[src/rtl/ilx_pkg.sv]
// Shared types, character codes and digit decode for the integer literal lexer.
// No dependencies.
package ilx_pkg;

   localparam logic [7:0] CHAR_ZERO   = 8'h30;
   localparam logic [7:0] CHAR_NINE   = 8'h39;
   localparam logic [7:0] CHAR_ONE    = 8'h31;
   localparam logic [7:0] CHAR_X      = 8'h78;
   localparam logic [7:0] CHAR_B      = 8'h62;
   localparam logic [7:0] CHAR_LOW_A  = 8'h61;
   localparam logic [7:0] CHAR_LOW_F  = 8'h66;
   localparam logic [7:0] CHAR_UP_A   = 8'h41;
   localparam logic [7:0] CHAR_UP_F   = 8'h46;

   localparam logic [1:0] RK_DEC = 2'd0;
   localparam logic [1:0] RK_OCT = 2'd1;
   localparam logic [1:0] RK_HEX = 2'd2;
   localparam logic [1:0] RK_BIN = 2'd3;

   typedef struct packed {
      logic        is_number;
      logic [31:0] literal_value;
      logic [7:0]  literal_length;
      logic [1:0]  radix_kind;
      logic [1:0]  pushback;
   } result_type;

   // {ok, value}: ok is set when c is a digit of the radix named by rk
   function automatic logic [4:0] digit_of(input logic [7:0] c, input logic [1:0] rk);
      logic       ok;
      logic [3:0] d;
      ok = 1'b0;
      d  = 4'd0;
      if (c >= CHAR_ZERO && c <= CHAR_NINE) begin
         ok = 1'b1;
         d  = c[3:0];
      end else if ((c >= CHAR_LOW_A && c <= CHAR_LOW_F) ||
                   (c >= CHAR_UP_A && c <= CHAR_UP_F)) begin
         ok = 1'b1;
         d  = c[3:0] + 4'd9;
      end
      case (rk)
         RK_DEC:  ok = ok && (d < 4'd10);
         RK_OCT:  ok = ok && (d < 4'd8);
         RK_BIN:  ok = ok && (d < 4'd2);
         default: ok = ok;
      endcase
      return {ok, d};
   endfunction

endpackage

[src/rtl/integer_literal_lexer.sv]
// Top level of the integer literal lexer: input register, scanner, result register.
// Depends on ilx_pkg and ilx_scan.
//
//   channel  direction  handshake              payload
//   req      in         req_valid / req_stall  req_character
//   rsp      out        rsp_valid / rsp_stall  rsp_is_number .. rsp_pushback
//
// One character per cycle sustained while rsp is not stalled; the character that ends the
// literal passes the input register, then its result is captured in the result register.
// The scanner's one-step update of mode, accumulator and length sets the rate.
// Reset clears the scanner to idle and empties both registers.
// A stalled result holds the scanner and, once the input register is full, req.
module integer_literal_lexer #(
   parameter int LENGTH_BITS = 8
) (
   input  logic        clock,
   input  logic        reset,
   input  logic        req_valid,
   output logic        req_stall,
   input  logic [7:0]  req_character,
   output logic        rsp_valid,
   input  logic        rsp_stall,
   output logic        rsp_is_number,
   output logic [31:0] rsp_literal_value,
   output logic [7:0]  rsp_literal_length,
   output logic [1:0]  rsp_radix_kind,
   output logic [1:0]  rsp_pushback
);

   logic                in_valid_ff, in_valid_in;
   logic [7:0]          chr_ff;
   logic                rsp_valid_ff, rsp_valid_in;
   ilx_pkg::result_type rsp_ff;
   ilx_pkg::result_type scan_res;
   logic                scan_res_valid;
   logic                advance, take;

   assign advance   = in_valid_ff && (!rsp_valid_ff || !rsp_stall);
   assign req_stall = in_valid_ff && !advance;
   assign take      = req_valid && !req_stall;

   ilx_scan #(
      .LENGTH_BITS(LENGTH_BITS)
   ) u_scan (
      .clock     (clock),
      .reset     (reset),
      .step      (advance),
      .chr       (chr_ff),
      .res_valid (scan_res_valid),
      .res       (scan_res)
   );

   always_comb begin
      if (take) begin
         in_valid_in = 1'b1;
      end else if (advance) begin
         in_valid_in = 1'b0;
      end else begin
         in_valid_in = in_valid_ff;
      end
      if (advance && scan_res_valid) begin
         rsp_valid_in = 1'b1;
      end else if (!rsp_stall) begin
         rsp_valid_in = 1'b0;
      end else begin
         rsp_valid_in = rsp_valid_ff;
      end
   end

   always_ff @(posedge clock) begin
      if (reset) begin
         in_valid_ff  <= 1'b0;
         rsp_valid_ff <= 1'b0;
      end else begin
         in_valid_ff  <= in_valid_in;
         rsp_valid_ff <= rsp_valid_in;
      end
   end

   always_ff @(posedge clock) begin
      if (take) begin
         chr_ff <= req_character;
      end
      if (advance && scan_res_valid) begin
         rsp_ff <= scan_res;
      end
   end

   assign rsp_valid          = rsp_valid_ff;
   assign rsp_is_number      = rsp_ff.is_number;
   assign rsp_literal_value  = rsp_ff.literal_value;
   assign rsp_literal_length = rsp_ff.literal_length;
   assign rsp_radix_kind     = rsp_ff.radix_kind;
   assign rsp_pushback       = rsp_ff.pushback;

endmodule

[src/rtl/ilx_scan.sv]
// Literal scanner: mode, accumulator, length and prefix registers with next-state logic.
// Depends on ilx_pkg.
module ilx_scan #(
   parameter int LENGTH_BITS = 8
) (
   input  logic                   clock,
   input  logic                   reset,
   input  logic                   step,
   input  logic [7:0]             chr,
   output logic                   res_valid,
   output ilx_pkg::result_type    res
);

   localparam logic [2:0] M_IDLE   = 3'd0;
   localparam logic [2:0] M_ZERO   = 3'd1;
   localparam logic [2:0] M_PREFIX = 3'd2;
   localparam logic [2:0] M_DEC    = 3'd3;
   localparam logic [2:0] M_OCT    = 3'd4;
   localparam logic [2:0] M_HEX    = 3'd5;
   localparam logic [2:0] M_BIN    = 3'd6;

   localparam logic [LENGTH_BITS-1:0] LEN_MAX = {LENGTH_BITS{1'b1}};
   localparam logic [LENGTH_BITS-1:0] LEN_ONE = {{(LENGTH_BITS-1){1'b0}}, 1'b1};

   logic [2:0]             mode_ff, mode_in;
   logic [31:0]            acc_ff, acc_in;
   logic [LENGTH_BITS-1:0] len_ff, len_in, len_inc1, len_inc2;
   logic                   prefix_ff, prefix_in;
   logic [7:0]             len_out;
   logic [1:0]             run_rk, pre_rk;
   logic [4:0]             dig_run, dig_oct, dig_pre;
   logic [31:0]            acc_scaled;

   if (LENGTH_BITS >= 8) begin : g_len_wide
      assign len_out = len_ff[7:0];
   end else begin : g_len_narrow
      assign len_out = {{(8-LENGTH_BITS){1'b0}}, len_ff};
   end

   assign len_inc1 = (len_ff == LEN_MAX) ? LEN_MAX : len_ff + LEN_ONE;
   assign len_inc2 = (len_inc1 == LEN_MAX) ? LEN_MAX : len_inc1 + LEN_ONE;

   always_comb begin
      case (mode_ff)
         M_DEC:   run_rk = ilx_pkg::RK_DEC;
         M_OCT:   run_rk = ilx_pkg::RK_OCT;
         M_HEX:   run_rk = ilx_pkg::RK_HEX;
         default: run_rk = ilx_pkg::RK_BIN;
      endcase
   end

   assign pre_rk  = prefix_ff ? ilx_pkg::RK_BIN : ilx_pkg::RK_HEX;
   assign dig_run = ilx_pkg::digit_of(chr, run_rk);
   assign dig_oct = ilx_pkg::digit_of(chr, ilx_pkg::RK_OCT);
   assign dig_pre = ilx_pkg::digit_of(chr, pre_rk);

   // constant multiply by the radix as shifts, with an add of two shifts for decimal
   always_comb begin
      case (run_rk)
         ilx_pkg::RK_DEC: acc_scaled = {acc_ff[28:0], 3'b000} + {acc_ff[30:0], 1'b0};
         ilx_pkg::RK_OCT: acc_scaled = {acc_ff[28:0], 3'b000};
         ilx_pkg::RK_HEX: acc_scaled = {acc_ff[27:0], 4'b0000};
         default:         acc_scaled = {acc_ff[30:0], 1'b0};
      endcase
   end

   always_comb begin
      mode_in   = mode_ff;
      acc_in    = acc_ff;
      len_in    = len_ff;
      prefix_in = prefix_ff;
      res_valid = 1'b0;
      res.is_number      = 1'b1;
      res.literal_value  = 32'd0;
      res.literal_length = len_out;
      res.radix_kind     = ilx_pkg::RK_OCT;
      res.pushback       = 2'd1;
      case (mode_ff)
         M_ZERO: begin
            if (chr == ilx_pkg::CHAR_X || chr == ilx_pkg::CHAR_B) begin
               prefix_in = (chr == ilx_pkg::CHAR_B);
               mode_in   = M_PREFIX;
            end else if (dig_oct[4]) begin
               acc_in  = {28'd0, dig_oct[3:0]};
               len_in  = len_inc1;
               mode_in = M_OCT;
            end else begin
               res_valid = 1'b1;
            end
         end
         M_PREFIX: begin
            if (dig_pre[4]) begin
               acc_in  = {28'd0, dig_pre[3:0]};
               len_in  = len_inc2;
               mode_in = prefix_ff ? M_BIN : M_HEX;
            end else begin
               // push the prefix letter and this character back to the next token
               res_valid    = 1'b1;
               res.pushback = 2'd2;
            end
         end
         M_DEC, M_OCT, M_HEX, M_BIN: begin
            if (dig_run[4]) begin
               acc_in = acc_scaled + {28'd0, dig_run[3:0]};
               len_in = len_inc1;
            end else begin
               res_valid         = 1'b1;
               res.literal_value = acc_ff;
               res.radix_kind    = run_rk;
            end
         end
         default: begin
            acc_in    = 32'd0;
            prefix_in = 1'b0;
            if (chr == ilx_pkg::CHAR_ZERO) begin
               mode_in = M_ZERO;
               len_in  = LEN_ONE;
            end else if (chr >= ilx_pkg::CHAR_ONE && chr <= ilx_pkg::CHAR_NINE) begin
               mode_in = M_DEC;
               acc_in  = {28'd0, chr[3:0]};
               len_in  = LEN_ONE;
            end else begin
               mode_in            = M_IDLE;
               len_in             = '0;
               res_valid          = 1'b1;
               res.is_number      = 1'b0;
               res.literal_length = 8'd0;
               res.radix_kind     = ilx_pkg::RK_DEC;
            end
         end
      endcase
      if (res_valid) begin
         mode_in   = M_IDLE;
         acc_in    = 32'd0;
         len_in    = '0;
         prefix_in = 1'b0;
      end
   end

   always_ff @(posedge clock) begin
      if (reset) begin
         mode_ff   <= M_IDLE;
         acc_ff    <= 32'd0;
         len_ff    <= '0;
         prefix_ff <= 1'b0;
      end else if (step) begin
         mode_ff   <= mode_in;
         acc_ff    <= acc_in;
         len_ff    <= len_in;
         prefix_ff <= prefix_in;
      end
   end

endmodule

[config.mk]
export PLATFORM = sky130hd
export DESIGN_NAME = integer_literal_lexer
export DESIGN_NICKNAME = d
export VERILOG_FILES = /design/src/rtl/ilx_pkg.sv /design/src/rtl/integer_literal_lexer.sv /design/src/rtl/ilx_scan.sv
export SDC_FILE = /design/constraint.sdc
export NUM_CORES = 1
export LEC_CHECK = 0
export ABC_AREA = 1
export BUFFER_PORTS_ARGS = -buffer_cell sky130_fd_sc_hd__clkbuf_2
export CAP_MARGIN = 20
export CORE_AREA = 2 2 135 137
export DETAILED_ROUTE_END_ITERATION = 8
export DIE_AREA = 0 0 137 139
export GPL_TIMING_DRIVEN = 1
export HOLD_SLACK_MARGIN = 0.08
export PLACE_DENSITY = 0.7
export RECOVER_POWER = 100
export SETUP_SLACK_MARGIN = 0.3
export SLEW_MARGIN = 15
export SYNTH_ARGS = -nofsm -noshare
export SYNTH_HDL_FRONTEND = slang
export SYNTH_SLANG_ARGS = --single-unit
[constraint.sdc]
create_clock -name clock -period 4.1 [get_ports clock]
set_clock_uncertainty 0.1 [all_clocks]
set_input_delay 0.41 -clock clock [delete_from_list [all_inputs] [get_ports clock]]
set_output_delay 0.41 -clock clock [all_outputs]
set_load 0.01 [all_outputs]
Word level (Yosys, flattened, before mapping):

Cells that the tools add are included.

* add/sub/neg operators: 5
* $lt $le $gt $ge: 10
* eq/ne operators: 25
* muxes and demuxes: 56
* bitwise gates (word level): 1
* reductions and logical operators: 30

Operators with widths (count)
* two-way mux 32 bit: 6
* case mux 32 bit (3 select lines): 2
* two-way mux 8 bit: 8
* adder 32 bit: 1
* adder 32 x 4 -> 32 bit: 1
* case mux 8 bit (3 select lines): 1
* two-way mux 10 bit: 2
* two-way mux 1 bit: 18
* adder 8 x 1 -> 8 bit, second input constant: 2
* equality test 8 x 7 -> 1 bit, second input constant: 2
* equality test 8 bit, second input constant: 2
* greater-or-equal comparator 8 x 6 -> 1 bit, second input constant: 2
* greater-or-equal comparator 8 x 7 -> 1 bit, second input constant: 2
* less-or-equal comparator 8 x 7 -> 1 bit, second input constant: 2
* two-way mux 3 bit: 5
* two-way mux 4 bit: 3
* inequality test 3 x 2 -> 1 bit, second input constant: 4
* logical AND 1 bit: 11
* equality test 3 bit, second input constant: 3
* case mux 1 bit (3 select lines): 3
* case mux 3 bit (3 select lines): 1
* equality test 8 x 6 -> 1 bit, second input constant: 1
* less-or-equal comparator 8 x 6 -> 1 bit, second input constant: 1
* < comparator 4 bit, second input constant: 2
* other kinds (27): 42

* register bits: 99
* bits of input ports: 12
* output and inout bits: 47
* logic and storage cells: 139

Depth between registers and ports, before layout:

* depth after elaboration: 12
* depth in mapped cells: 24
* mapped depth without buffers: 24

Hierarchy:

A second synthesis with hierarchy kept.

* cells, all modules: 1353
* area total of the unflattened synthesis: 8635.8 µm²

By module, submodules not included
* ilx_scan: instances 1, cells each 1282, area each 6940.4 µm², seq. area each 880.8 µm²
* integer_literal_lexer: instances 1, cells each 71, area each 1695.4 µm², seq. area each 1631.6 µm²

Worst setup path before layout:

OpenSTA, ideal clock, no wires.

* path kind: reg-to-reg
* start: register chr_ff[0]
* end: register rsp_ff, in the netlist rsp_is_number (enable)
* library setup time: 0.449 ns
* arrival: 3.966 ns
* required time: 3.551 ns
* path slack: -0.415 ns
* stages on the path, launching flop included: 18
* path buffers: 1
* period minus slack after synthesis: 4.515 ns
* cells stage by stage: edfxtp_1 > inv_1 > ha_1 > o21ai_0 > nand2_1 > nand2_4 > nand2_2 > nand2_1 > nor2_2 > nor2_2 > nand2_1 > nand2_1 > a21oi_1 > nand2_2 > nand2_2 > nand2_1 > buf_2 > nor2_1

* cells in the longest elaborated chain, start to end: 11
* elaborated cells on any way between the ends: 37
* classes of those cells: 1 x add/sub; 10 x order compare; 3 x eq/ne; 13 x mux; 10 x reduce/logical

Ends and longest elaborated chain
* from (decl): line integer_literal_lexer.sv:31 `logic [7:0] chr_ff;`
* from (signal assigned): line integer_literal_lexer.sv:82 `chr_ff <= req_character;`
* greater-or-equal comparator 8 x 7 -> 1 bit (tied with other cells): line ilx_pkg.sv:37 `end else if ((c >= CHAR_LOW_A && c <= CHAR_LOW_F) ||`
* logical AND 1 bit (on tied branches): line ilx_pkg.sv:37, ilx_pkg.sv:38
* logical OR 1 bit: line ilx_pkg.sv:37
* two-way mux 4 bit: line ilx_pkg.sv:37
* two-way mux 4 bit: line ilx_pkg.sv:34 `if (c >= CHAR_ZERO && c <= CHAR_NINE) begin`
* < comparator 4 x 2 -> 1 bit (tied with other cells): line ilx_pkg.sv:45 `RK_BIN: ok = ok && (d < 4'd2);`
* logical AND 1 bit (on tied branches): line ilx_pkg.sv:45, ilx_pkg.sv:43, ilx_pkg.sv:44
* case mux 1 bit (3 select lines) or two-way mux 1 bit (tied branches): line ilx_pkg.sv:42, ilx_scan.sv:83
* two-way mux 1 bit (on tied branches): line ilx_scan.sv:103, ilx_scan.sv:80, ilx_scan.sv:92
* case mux 1 bit (3 select lines) (*): line ilx_scan.sv:78 `case (mode_ff)`
* logical AND 1 bit (*): line integer_literal_lexer.sv:84 `if (advance && scan_res_valid) begin`
* to (signal assigned): line integer_literal_lexer.sv:85 `rsp_ff <= scan_res;`
* to (decl): line integer_literal_lexer.sv:33 `ilx_pkg::result_type rsp_ff;`

Mark *: on every way between the ends. The rest lies on a longest branch, timed or not.
A chain may end at the register's enable or synchronous reset.

Worst setup path in the final report:

* start: register u_scan.acc_ff[2]
* end: register u_scan.acc_ff[22]

* cells in the longest elaborated chain, start to end: 6

Ends and longest elaborated chain
* from (decl): line ilx_scan.sv:26 `logic [31:0] acc_ff, acc_in;`
* from (signal assigned): line ilx_scan.sv:148 `acc_ff <= acc_in;`
* adder 32 bit: line ilx_scan.sv:60 `ilx_pkg::RK_DEC: acc_scaled = {acc_ff[28:0], 3'b000} + {acc_ff[30:0], 1'b0};`
* case mux 32 bit (3 select lines) (*): line ilx_scan.sv:59 `case (run_rk)`
* adder 32 x 4 -> 32 bit (*): line ilx_scan.sv:104 `acc_in = acc_scaled + {28'd0, dig_run[3:0]};`
* two-way mux 32 bit (*): line ilx_scan.sv:103 `if (dig_run[4]) begin`
* case mux 32 bit (3 select lines) (*): line ilx_scan.sv:78
* two-way mux 32 bit (*): line ilx_scan.sv:132 `if (res_valid) begin`

Mark *: on every way between the ends. The rest lies on a longest branch, timed or not. The select of a mux whose other input is x is not followed.

==> results.md <==
- Outcome: complete, but fails checks
- Failing checks: capacitance limit, slew limit
- Largest net degree at the start of global routing: 42
- Fin. max-slew vios: 42
- DP HPWL: between 15 and 20 mm
- Grt total ovfl: 0
- First-pass GRT wire length: about 40 mm
- Die width: between 100 and 150 um
- Syn Inst Count: approximately 1.4k
- Final hold violations: 0
- CP Launch Type: flip-flop
- Synth area leaders: edfxtp_1 18%, nand2_1 18%, dfxtp_1 11%
- Number of synthesized flops with an enable pin: 53
- Crit Path Category: flip-flop to flip-flop
- Drt total wl: 24.79 mm
- Worst-skew pair later-pin latency: around 0.35 ns
- Die ar.: 19040 um2
- Clock group share of total power: 39.1%
- H-tree levels: 3
- Hold crit path type: input port to flip-flop
- Pwr/cell area: 238.3 nW/um2
- CTS tree: done
- Initial Util: 49.08%
- Area growth syn-to-layout: 9.385%
- DRT antenna net count: 0
- Leakage: 4.374 nW
- Vias per cell: ~5.4
- Final WS setup: about 0.42 ns
- Initial antenna violation count: 0
- TritonRoute pass-1 iters: 5
- Hold Slack: around 0.14 ns
- I/O Pins: 59
- CTS Buf Count: 9
- Top achievable clock speed: approximately 270 MHz
- Switch Pwr: approximately 0.61 mW
- Row Count: just under 50
- Kind of cell adding the most delay to the critical path: simple AND/OR/NAND/NOR gates
- Crit path buf inv count: 0
- Slowest-stage cell, CP: fa_1
- Post-synth ARST share: 0%
- Count leader, synth: nand2_1
- Minimum clock period: 3.684 ns
- Top cell type's share of synthesized area: between 10% and 20%
- Diode count: 0
- Critical path, cell by cell: ha_1 -> fa_1 -> nand3_1 -> nand3_1 -> nand2_1 -> nand2_1 -> nand2_1 -> nand2_1 -> nand2_1 -> nand3_1 -> nand2_1 -> o21ai_0 -> nor2_1 -> nand2_1 -> nor2_1 -> nand4_1 -> nand3_1 -> a21oi_1
- Max-Cap Viols: 1
- Layout Nets: approximately 1.5k
- Vias in the first global route: ~8.4k
- Comb power frac: between 10% and 20%
- PortBufs: just under 60
- Layout cell share with drive strength beyond 1: between 6 and 7%
- Worst path max stage delay: about 0.51 ns
- Critical Path AT: 3.73 ns
- Max Fanout on Critical Path: 6
- Final number of setup-violating endpoints: 0
- Synth area leader: edfxtp_1
- Drt wl/cell: 14.99 um
- Post-route clock period utilization: between 80% and 90%
- Sequential share of the synthesized area: roughly 29%
- Post-Syn Area per Cell: 6.349 um2
- Max VDD drop: 188.8 uV
- Yosys reg bits: between 90 and 100
- Top_reg_cell synth: edfxtp_1
- Internal power: 1.654 mW
- Setup TNS Final: 0 ns
- Clk sinks: 99
- Syn Nets: 1418
- CP most frequent cell: nand2_1
- Fill cells: 1814
- Core Box Area: between 15000 and 20000 um2
- Yosys cell types: 58
- Unrepaired setup endpoints after global routing: no
- Worst endpoint required time: between 4 and 5 ns
- Clock transition time at the flip-flop clock pins of the worst setup and hold paths: approximately 0.080 ns
- Clock buffer depth: 2
- Starting DRC count in detailed routing: between 700 and 800
- Setup crit end kind: flip-flop
- Final Util: between 50% and 60%
- Flop pwr share: 49.2%
- Post-Synthesis Cell Area: ~8700 um2
- Via Count: around 9k
- Die H: approximately 140 um
- Post-synth top cells: 411 x nand2_1, 228 x inv_1, 156 x nor2_1, 123 x nand3_1, 81 x a21oi_1
- Sw Share: 26.78%
- Drt drc: 0
- Worst-margin pin slew: around 2.1 ns
- Clk root buf: clkbuf_16
- Pre-CTS setup slack: between 0.3 and 0.4 ns
- Slew HR: -43.14%
- Yosys synthesis warning count: 0
- Gp weighted congestion: about 0.98
- GRT Total Usage: 26.55%
cell type report:
type / instances / area, um2 / area share [%]
Clock buffer: 11 / 242.7 / 2.561
Clock inverter: 5 / 61.31 / 0.6468
Inverter: 234 / 885.9 / 9.345
Multi-Input combinational cell: 1003 / 5142 / 54.25
Sequential cell: 99 / 2514 / 26.52
Tap cell: 229 / 286.5 / 3.023
Timing Repair Buffer: 73 / 346.6 / 3.656
power groups by stage:
| stage | logic, mW | registers [mW] | clock network (mW) |
|---|---|---|---|
| floorplan | 0.167 | 1.14 | 0 |
| global placement | 0.262 | 1.13 | 0 |
| detailed placement | 0.266 | 1.13 | 0 |
| CTS | 0.268 | 1.11 | 0.897 |
| global route | 0.293 | 1.12 | 0.930 |
| finish | 0.264 | 1.11 | 0.883 |
placed cells by master (no fill, tap or decap), types with 5 or more instances in the layout:
cell type,count
nor2_1,155
nand3_1,122
inv_2,7
nor2_4,6
buf_4,9
a221oi_1,11
o21ai_1,9
ha_1,37
nor2_2,6
nand2_1,412
clkbuf_2,12
nor3_1,12
a31oi_1,7
edfxtp_1,53
clkbuf_16,9
o21ai_0,22
dfxtp_1,45
nand3b_1,10
xor2_1,8
nand2_2,6
nand3_2,5
nand4_1,27
a21oi_1,80
clkbuf_1,50
o22ai_1,5
inv_1,225
final timing paths:
| check | from | endpoint | slack, ns | cells after the start |
|---|---|---|---|---|
| setup / recovery | u_scan.acc_ff[2] | u_scan.acc_ff[22] | 0.42 | 18 |
| hold / removal | req_character[3] | chr_ff[3] | 0.14 | 1 |
| setup reg to reg | u_scan.acc_ff[2] | u_scan.acc_ff[22] | 0.42 | 18 |
| hold reg to reg | u_scan.acc_ff[31] | u_scan.acc_ff[31] | 0.39 | 2 |
registers in the layout (all words and copies together), names as in the netlist:
name                flops
u_scan.mode_ff          3
u_scan.acc_ff          32
u_scan.prefix_ff        1
chr_ff                  8
u_scan.len_ff           8
in_valid_ff             1
rsp_is_number           1
rsp_literal_length      8
rsp_literal_value      32
rsp_pushback            2
rsp_radix_kind          2
rsp_valid               1
stage by stage:
step / total power [mW] / instance area (um2) / instances
4_1_cts: 2.277 / 9479 / 1649
3_3_place_gp: 1.395 / 9175 / 1633
2_1_floorplan: 1.309 / 8668 / 1365
6_report: 2.259 / 9479 / 1654
3_5_place_dp: 1.400 / 9175 / 1633
5_1_grt: 2.340 / 9479 / 1654
routing by layer:
layer / GRT usage (%) / share of wire (%)
met3: 2.961 / 5.7
met5: 0 / 0
met1: 34.49 / 43
met2: 44.25 / 47
met4: 11.56 / 3.8
kinds of logic after synthesis:
family	share of synthesized area [%]
buffers and inverters	12.10
AOI/OAI and AO/OA	11.28
xor gates and xnor gates	1.314
DFF	28.99
and+or+nand+nor	40.23
adders and majority gates	6.093
timing repair:
item / CTS / global route
setup endpoints to repair: 0 / 19
buffers inserted: 0 / 5
hold buffers: 0 / 0
gates resized for setup: 0 / 20
Power figures use the tool's default switching activity.
